--- src/hdl/mips_cop0_system_control_top_defines.svh ---
// assertion macros shared by the rtl
`ifndef MIPS_COP0_SYSTEM_CONTROL_TOP_DEFINES_SVH
`define MIPS_COP0_SYSTEM_CONTROL_TOP_DEFINES_SVH

// plain property under clock and active-low reset
`define MC0_ASSERT(lbl, clk, rstn, prop, msg) \
  lbl: assert property (@(posedge clk) disable iff (!rstn) (prop)) else $error(msg);

// antecedent in one cycle implies consequent in the next
`define MC0_ASSERT_NEXT(lbl, clk, rstn, ante, cons, msg) \
  lbl: assert property (@(posedge clk) disable iff (!rstn) (ante) |=> (cons)) else $error(msg);

`endif

--- src/hdl/mc0_pkg.sv ---
`timescale 1ns / 1ps

package mc0_pkg;

  localparam int unsigned InstrW = 26;
  localparam int unsigned WordW  = 32;
  localparam int unsigned InDataW  = 64;
  localparam int unsigned OutDataW = 80;
  localparam int unsigned NumDbg   = 9;
  localparam int unsigned DbgIdxW  = 4;

  // control register numbers
  localparam logic [4:0] CP_STATUS   = 5'd12;
  localparam logic [4:0] CP_EPC      = 5'd14;
  localparam logic [4:0] CP_ERROREPC = 5'd30;

  // status bit positions
  localparam int unsigned ST_EXL = 1;
  localparam int unsigned ST_ERL = 2;
  localparam int unsigned ST_KSU_LO = 3;
  localparam int unsigned ST_KSU_HI = 4;
  localparam int unsigned ST_EIE = 16;
  localparam int unsigned ST_EDI = 17;

  // rs field codes
  localparam logic [4:0] RS_MF = 5'd0;
  localparam logic [4:0] RS_MT = 5'd4;
  localparam logic [4:0] RS_BC = 5'd8;
  localparam logic [4:0] RS_CO = 5'd16;

  // funct codes of the tlb / eret / ei / di group
  localparam logic [5:0] FN_TLBR  = 6'h01;
  localparam logic [5:0] FN_TLBWI = 6'h02;
  localparam logic [5:0] FN_TLBWR = 6'h06;
  localparam logic [5:0] FN_ERET  = 6'h18;
  localparam logic [5:0] FN_EI    = 6'h38;
  localparam logic [5:0] FN_DI    = 6'h39;

  // debug / perf selectors on the low half of the instruction
  localparam logic [15:0] SEL_IAB  = 16'hc002;
  localparam logic [15:0] SEL_IABM = 16'hc003;
  localparam logic [15:0] SEL_DAB  = 16'hc004;
  localparam logic [15:0] SEL_DABM = 16'hc005;
  localparam logic [15:0] SEL_DVB  = 16'hc006;
  localparam logic [15:0] SEL_DVBM = 16'hc007;
  localparam logic [15:0] SEL_PCR0 = 16'hc801;
  localparam logic [15:0] SEL_PCR1 = 16'hc803;
  localparam logic [15:0] SEL_PCCR = 16'hc800;

  typedef struct packed {
    logic               hit;
    logic [DbgIdxW-1:0] idx;
  } dbg_sel_t;

  typedef struct packed {
    logic              gpr_write;
    logic [4:0]        gpr_index;
    logic [WordW-1:0]  gpr_value;
    logic              pc_load;
    logic [WordW-1:0]  new_pc;
    logic              nullify_slot;
    logic              invalid_op;
  } result_t;

  function automatic dbg_sel_t dbg_select(input logic [15:0] sel);
    dbg_sel_t r;
    r.hit = 1'b1;
    r.idx = '0;
    unique case (sel)
      SEL_IAB:  r.idx = 4'd0;
      SEL_IABM: r.idx = 4'd1;
      SEL_DAB:  r.idx = 4'd2;
      SEL_DABM: r.idx = 4'd3;
      SEL_DVB:  r.idx = 4'd4;
      SEL_DVBM: r.idx = 4'd5;
      SEL_PCR0: r.idx = 4'd6;
      SEL_PCR1: r.idx = 4'd7;
      SEL_PCCR: r.idx = 4'd8;
      default:  r.hit = 1'b0;
    endcase
    return r;
  endfunction

  // ei / di take effect only in kernel-like conditions
  function automatic logic eie_writable(input logic [WordW-1:0] st);
    return st[ST_EDI] | st[ST_EXL] | st[ST_ERL] | (st[ST_KSU_HI:ST_KSU_LO] == 2'b00);
  endfunction

endpackage

--- src/hdl/mips_cop0_system_control_top.sv ---
`timescale 1ns / 1ps
// channel   dir  fields (tdata, lowest bit up)
// s_axis    in   instr_bits[25:0], rt_value[57:26], zero pad [63:58]
// m_axis    out  gpr_write[0], gpr_index[5:1], gpr_value[37:6], pc_load[38],
//                new_pc[70:39], nullify_slot[71], invalid_op[72], zero pad [79:73]
//
// one request per cycle sustained while the receiver is ready
// the request is held in an input register; decode, register file read and
// state update happen in one pass into the result register
// the result register and input register form a two-deep pipe, so a stalled
// result still lets one more request in
// rst_ni clears all control and debug/perf registers and both valid flags

`include "mips_cop0_system_control_top_defines.svh"

module mips_cop0_system_control_top (
  input  logic                          clk_i,
  input  logic                          rst_ni,
  input  logic                          s_axis_tvalid,
  output logic                          s_axis_tready,
  input  logic [mc0_pkg::InDataW-1:0]   s_axis_tdata,   // instr_bits, rt_value
  output logic                          m_axis_tvalid,
  input  logic                          m_axis_tready,
  output logic [mc0_pkg::OutDataW-1:0]  m_axis_tdata    // gpr_write, gpr_index,
                                                        // gpr_value, pc_load, new_pc,
                                                        // nullify_slot, invalid_op
);

  // input register
  logic                           in_valid_q;
  logic [mc0_pkg::InstrW-1:0]     instr_q;
  logic [mc0_pkg::WordW-1:0]      rtv_q;

  // result register
  logic                           out_valid_q;
  mc0_pkg::result_t               res_q, res_d;

  // architectural state
  logic [mc0_pkg::WordW-1:0] ctrl_q [32];
  logic [mc0_pkg::WordW-1:0] dbg_q  [mc0_pkg::NumDbg];

  logic advance;
  assign advance       = in_valid_q & (~out_valid_q | m_axis_tready);
  assign s_axis_tready = ~in_valid_q | advance;

  // decode fields
  logic [4:0]  rs, rt, rd;
  logic [5:0]  funct;
  logic [mc0_pkg::WordW-1:0] status;
  mc0_pkg::dbg_sel_t dsel;

  assign rs     = instr_q[25:21];
  assign rt     = instr_q[20:16];
  assign rd     = instr_q[15:11];
  assign funct  = instr_q[5:0];
  assign status = ctrl_q[mc0_pkg::CP_STATUS];
  assign dsel   = mc0_pkg::dbg_select(instr_q[15:0]);

  // write-back controls
  logic                       ctrl_we, dbg_we, status_we;
  logic [mc0_pkg::WordW-1:0]  status_d;
  logic                       is_eret;

  always_comb begin
    res_d     = '0;
    ctrl_we   = 1'b0;
    dbg_we    = 1'b0;
    status_we = 1'b0;
    status_d  = status;
    is_eret   = 1'b0;
    unique case (rs)
      mc0_pkg::RS_MF: begin
        res_d.gpr_write = 1'b1;
        res_d.gpr_index = rt;
        res_d.gpr_value = dsel.hit ? dbg_q[dsel.idx] : ctrl_q[rd];
      end
      mc0_pkg::RS_MT: begin
        // move-to: either a debug/perf register or control register rd
        dbg_we  = dsel.hit;
        ctrl_we = ~dsel.hit;
      end
      mc0_pkg::RS_BC: begin
        // bc0f/bc0t pass, likely forms nullify the slot, others invalid
        res_d.nullify_slot = (rt == 5'd2) | (rt == 5'd3);
        res_d.invalid_op   = (rt > 5'd3);
      end
      mc0_pkg::RS_CO: begin
        unique case (funct)
          mc0_pkg::FN_TLBR, mc0_pkg::FN_TLBWI, mc0_pkg::FN_TLBWR: ;
          mc0_pkg::FN_ERET: begin
            is_eret       = 1'b1;
            res_d.pc_load = 1'b1;
            status_we     = 1'b1;
            if (status[mc0_pkg::ST_ERL]) begin
              res_d.new_pc = ctrl_q[mc0_pkg::CP_ERROREPC];
              status_d[mc0_pkg::ST_ERL] = 1'b0;
            end else begin
              res_d.new_pc = ctrl_q[mc0_pkg::CP_EPC];
              status_d[mc0_pkg::ST_EXL] = 1'b0;
            end
          end
          mc0_pkg::FN_EI: begin
            status_we = mc0_pkg::eie_writable(status);
            status_d[mc0_pkg::ST_EIE] = 1'b1;
          end
          mc0_pkg::FN_DI: begin
            status_we = mc0_pkg::eie_writable(status);
            status_d[mc0_pkg::ST_EIE] = 1'b0;
          end
          default: res_d.invalid_op = 1'b1;
        endcase
      end
      default: res_d.invalid_op = 1'b1;
    endcase
  end

  // input register takes a request whenever it is empty or draining
  always_ff @(posedge clk_i or negedge rst_ni) begin
    if (!rst_ni) begin
      in_valid_q <= 1'b0;
    end else if (s_axis_tready) begin
      in_valid_q <= s_axis_tvalid;
    end
  end

  always_ff @(posedge clk_i) begin
    if (s_axis_tready && s_axis_tvalid) begin
      instr_q <= s_axis_tdata[mc0_pkg::InstrW-1:0];
      rtv_q   <= s_axis_tdata[mc0_pkg::InstrW +: mc0_pkg::WordW];
    end
  end

  // result register
  always_ff @(posedge clk_i or negedge rst_ni) begin
    if (!rst_ni) begin
      out_valid_q <= 1'b0;
    end else if (advance) begin
      out_valid_q <= 1'b1;
    end else if (m_axis_tready) begin
      out_valid_q <= 1'b0;
    end
  end

  always_ff @(posedge clk_i) begin
    if (advance) begin
      res_q <= res_d;
    end
  end

  // state update happens as the request leaves the input register, so the
  // next request always sees it
  always_ff @(posedge clk_i or negedge rst_ni) begin
    if (!rst_ni) begin
      for (int i = 0; i < 32; i++) begin
        ctrl_q[i] <= '0;
      end
      for (int j = 0; j < mc0_pkg::NumDbg; j++) begin
        dbg_q[j] <= '0;
      end
    end else if (advance) begin
      if (ctrl_we) begin
        ctrl_q[rd] <= rtv_q;
      end
      if (dbg_we) begin
        dbg_q[dsel.idx] <= rtv_q;
      end
      if (status_we) begin
        ctrl_q[mc0_pkg::CP_STATUS] <= status_d;
      end
    end
  end

  assign m_axis_tvalid = out_valid_q;
  assign m_axis_tdata  = {7'b0, res_q.invalid_op, res_q.nullify_slot, res_q.new_pc,
                          res_q.pc_load, res_q.gpr_value, res_q.gpr_index,
                          res_q.gpr_write};

  // assertions
  `MC0_ASSERT_NEXT(a_adv_fills_out, clk_i, rst_ni, advance, out_valid_q,
                   "result register empty after advance")
  `MC0_ASSERT(a_flags_excl, clk_i, rst_ni,
              !out_valid_q || $onehot0({res_q.gpr_write, res_q.pc_load,
                                        res_q.nullify_slot, res_q.invalid_op}),
              "more than one result kind set")
  `MC0_ASSERT(a_no_write_zero, clk_i, rst_ni,
              !out_valid_q || res_q.gpr_write ||
              (res_q.gpr_index == 5'd0 && res_q.gpr_value == '0),
              "gpr fields set without gpr_write")
  `MC0_ASSERT_NEXT(a_eret_erl, clk_i, rst_ni,
                   advance && is_eret && status[mc0_pkg::ST_ERL],
                   !ctrl_q[mc0_pkg::CP_STATUS][mc0_pkg::ST_ERL],
                   "eret left erl set")
  `MC0_ASSERT(a_stall_full, clk_i, rst_ni, s_axis_tready || (in_valid_q && out_valid_q),
              "input stalled while pipe not full")

endmodule

--- config.mk ---
export PLATFORM = sky130hd
export DESIGN_NAME = mips_cop0_system_control_top
export DESIGN_NICKNAME = d
export VERILOG_FILES = /design/src/hdl/mc0_pkg.sv /design/src/hdl/mips_cop0_system_control_top.sv
export VERILOG_INCLUDE_DIRS = /design/src /design/src/hdl
export SDC_FILE = /design/constraint.sdc
export NUM_CORES = 2
export LEC_CHECK = 0
export BUFFER_PORTS_ARGS = -buffer_cell sky130_fd_sc_hd__buf_2
export CORE_MARGIN = 3
export CORE_UTILIZATION = 55
export CTS_BUF_LIST = sky130_fd_sc_hd__clkbuf_16
export DETAILED_ROUTE_END_ITERATION = 16
export PLACE_DENSITY = 0.82
export SLEW_MARGIN = 0
export SYNTH_ARGS = -nofsm -noshare
export SYNTH_HDL_FRONTEND = slang
export SYNTH_SLANG_ARGS = --single-unit
--- constraint.sdc ---
create_clock -name clk_i -period 9.3 [get_ports clk_i]
set_input_delay 0 -clock clk_i [delete_from_list [all_inputs] [get_ports clk_i]]
set_output_delay 0 -clock clk_i [all_outputs]
set_load 0.02 [all_outputs]
==> flow_summary.json <==
{
  "dr.pass1.iters": 5,
  "syn-instance-count": 4519,
  "yosys.cell_types.count": 68,
  "powerDensity_mw_per_mm2": 178,
  "crit_path_end_kind": "register",
  "synth_common_cells": "dfrtp_1 (1,314), mux2_2 (1,279), clkbuf_1 (303)",
  "cp.required_ns": 9.80,
  "synth.yosys.seq_area_share_pct": 56.4,
  "final_nets": 4679,
  "tightest_slew_ns": 1.27,
  "worstSkewPairLatency_ns": 0.77,
  "synth_warnings": 0,
  "drt-vias-per-instance": 6.65,
  "cts_tree": "yes",
  "portBuffers": 136,
  "finalHoldViolCount": 0,
  "cp_max_fo": 132,
  "drt_iter0_markers": 4125,
  "r2r_slack_ns": 4.52,
  "syn_area_per_cell_um2": 14.4,
  "ys_ff_latch": 1445,
  "dp_slack_ns": 4.71,
  "ir_worst_vdd_mv": 0.141,
  "crit_type": "reg2reg",
  "multiInputGateArea_mm2": 0.0268,
  "maxCapViolCount": 0,
  "core-area_mm2": 0.117,
  "worst_clock_skew_ns": 0.0430,
  "period_needed_ns": 4.78,
  "fp.dieW_um": 350,
  "synthMuxAreaShare_pct": 31.8,
  "wirelength_um": 178000,
  "fp.dieH_um": 350,
  "arrival_ns": 5.28,
  "synthTopCellsByArea": "dfrtp_1 (50%), mux2_2 (22%), edfxtp_1 (6.0%), mux4_2 (5.4%), mux2i_1 (3.4%)",
  "regArea_mm2": 0.0368,
  "gp_congestion": 0.857,
  "power_leakage_nw": 34.6,
  "cts_buffers": 144,
  "hpwl_um": 105000,
  "num_rows": 125,
  "start_util_pct": 55.8,
  "track_usage_pct": 29.1,
  "fin_ws_ns": 4.52,
  "drive_gt1_share_pct": 42.5,
  "synthXorXnorAreaFrac_pct": 0,
  "htreeDepth": 4,
  "cp-start-kind": "register",
  "vias": 41600,
  "area_growth_syn_to_layout_pct": 12.3,
  "yosysTopAreaCellShare_pct": 50.4,
  "clk_pin_slew_ns": 0.07,
  "ios": 150,
  "grt_max_degree": 180,
  "async_reset_ff_share_pct": 90.9,
  "reg2reg_depth": 8,
  "ant_nets": 0,
  "synth_top_family_by_area": "multiplexers",
  "drcViolationCount": 0,
  "synth_top_area_cell": "dfrtp_1",
  "slew_headroom_pct": 14.8,
  "synth_compound_area_share_pct": 5.63,
  "antenna_found_initial": 0,
  "reg2reg_to": "m_axis_tdata[8]",
  "clockBufferDepth": 3,
  "hp-class": "in2async",
  "yosys.area_share.simple_pct": 3.17,
  "status": "finished clean",
  "grt_overflow": 0,
  "netlist_area_mm2": 0.0652,
  "final_max_slew_viol_count": 0,
  "setup_viol": 0,
  "rsz0062_at_grt": "false",
  "synthFlopType": "dfrtp_1",
  "finalSetupTns_ns": 0,
  "post_cts_buffers": 0,
  "r2r_start": "instr_q[12]",
  "grt_pass1_vias": 42900,
  "post_drt_wl_per_cell_um": 28.4,
  "fin_crit_sh_pct": 51.4,
  "n_fill_cell": 8238,
  "dieArea_mm2": 0.123,
  "grt_pass1_wl_um": 270000,
  "fmax_ghz": 0.209,
  "clock-sinks": 1445,
  "cts-root-buf": "clkbuf_16",
  "synth-edff-count": 131,
  "synth_most_common_cell": "dfrtp_1",
  "synthAdderAreaFrac_pct": 0
}
-- registers in the layout (all words and copies together) (netlist names) --
signal,count
status,32
m_axis_tdata,73
in_valid_q,1
m_axis_tvalid,1
ctrl_q,992
rtv_q,32
dbg_q,288
instr_q,26
-- what timing repair did --
item,CTS,global route
resized for setup,0,0
hold endpoints to repair,235,0
hold buffers,120,0
-- metrics by stage --
step	power, mW	utilization (%)	hold WS (ns)	instances	instance area (µm²)
after floorplan	7.02	-	-0.296	4525	65300
after global placement	7.33	57.6	0.0580	5869	67400
after detailed placement	7.35	57.6	0.0653	5869	67400
after CTS	13.1	62.6	0.00929	6258	73200
after global routing	13.4	62.6	0.0383	6258	73200
final	13.0	62.6	0.0141	6259	73200
-- final cells by class --
class,count,share of cell area [%]
clock inverter,118,1.20
inverter,6,0.0342
clock buffer,151,5.16
tap,1524,2.60
timing repair buffer,385,4.09
multi-input combinational,2629,36.6
antenna,1,0.00342
sequential,1445,50.3
-- per-layer routing --
metal  GRT usage [%]  up-vias  routed length, µm
li1                -    17100                  -
met1            39.0    22100              71200
met2            46.6     1906              84300
met3            5.83      479              14100
met4            12.4        0               7970
met5               0        -                  0
-- kinds of logic after synthesis --
family                 count (synthesis)
DFF                                 1445
and+or+nand+nor                      401
muxes                               1704
buffers and inverters                451
AOI/OAI and AO/OA                    517
other                                  1
-- worst max-delay path, stage by stage, from the launching register on --
cell      delay [ns]
edfxtp_1        0.39
buf_12          0.45
buf_4           0.67
buf_12          0.73
mux2i_1         0.29
o22ai_1         0.11
nor4_1          0.95
a31oi_1         0.50
o31a_1          0.23
-- layout by cell type (no fill, tap or decap), drive strengths merged, types with 40 or more instances in the layout --
master,n
buf,266
o22ai,110
mux2i,223
dfrtp,1314
a22oi,107
mux4,156
mux2,1325
inv,41
nor2,91
dlygate4sd3,119
clkinv,66
nand2,106
nand3,40
a21oi,65
a211oi,41
clkbuf,151
edfxtp,131
-- worst max-delay path by stage --
stage | slack (ns) | cells past startpoint | end | from
after global routing | 4.50 | 7 | ctrl_q[248] | instr_q[13]
after detailed placement | 4.71 | 8 | ctrl_q[245] | instr_q[2]
final | 4.52 | 8 | m_axis_tdata[8] | instr_q[12]
after floorplan | 5.03 | 7 | ctrl_q[321] | m_axis_tvalid
after CTS | 4.69 | 8 | ctrl_q[247] | instr_q[2]
after global placement | 4.77 | 7 | ctrl_q[226] | instr_q[13]
-- power breakdown --
group | switching, mW | internal [mW]
combinational | 0.522 | 0.235
sequential | 0.0553 | 6.47
clock | 2.52 | 3.23
No activity file was read; power rests on OpenSTA's default activity.
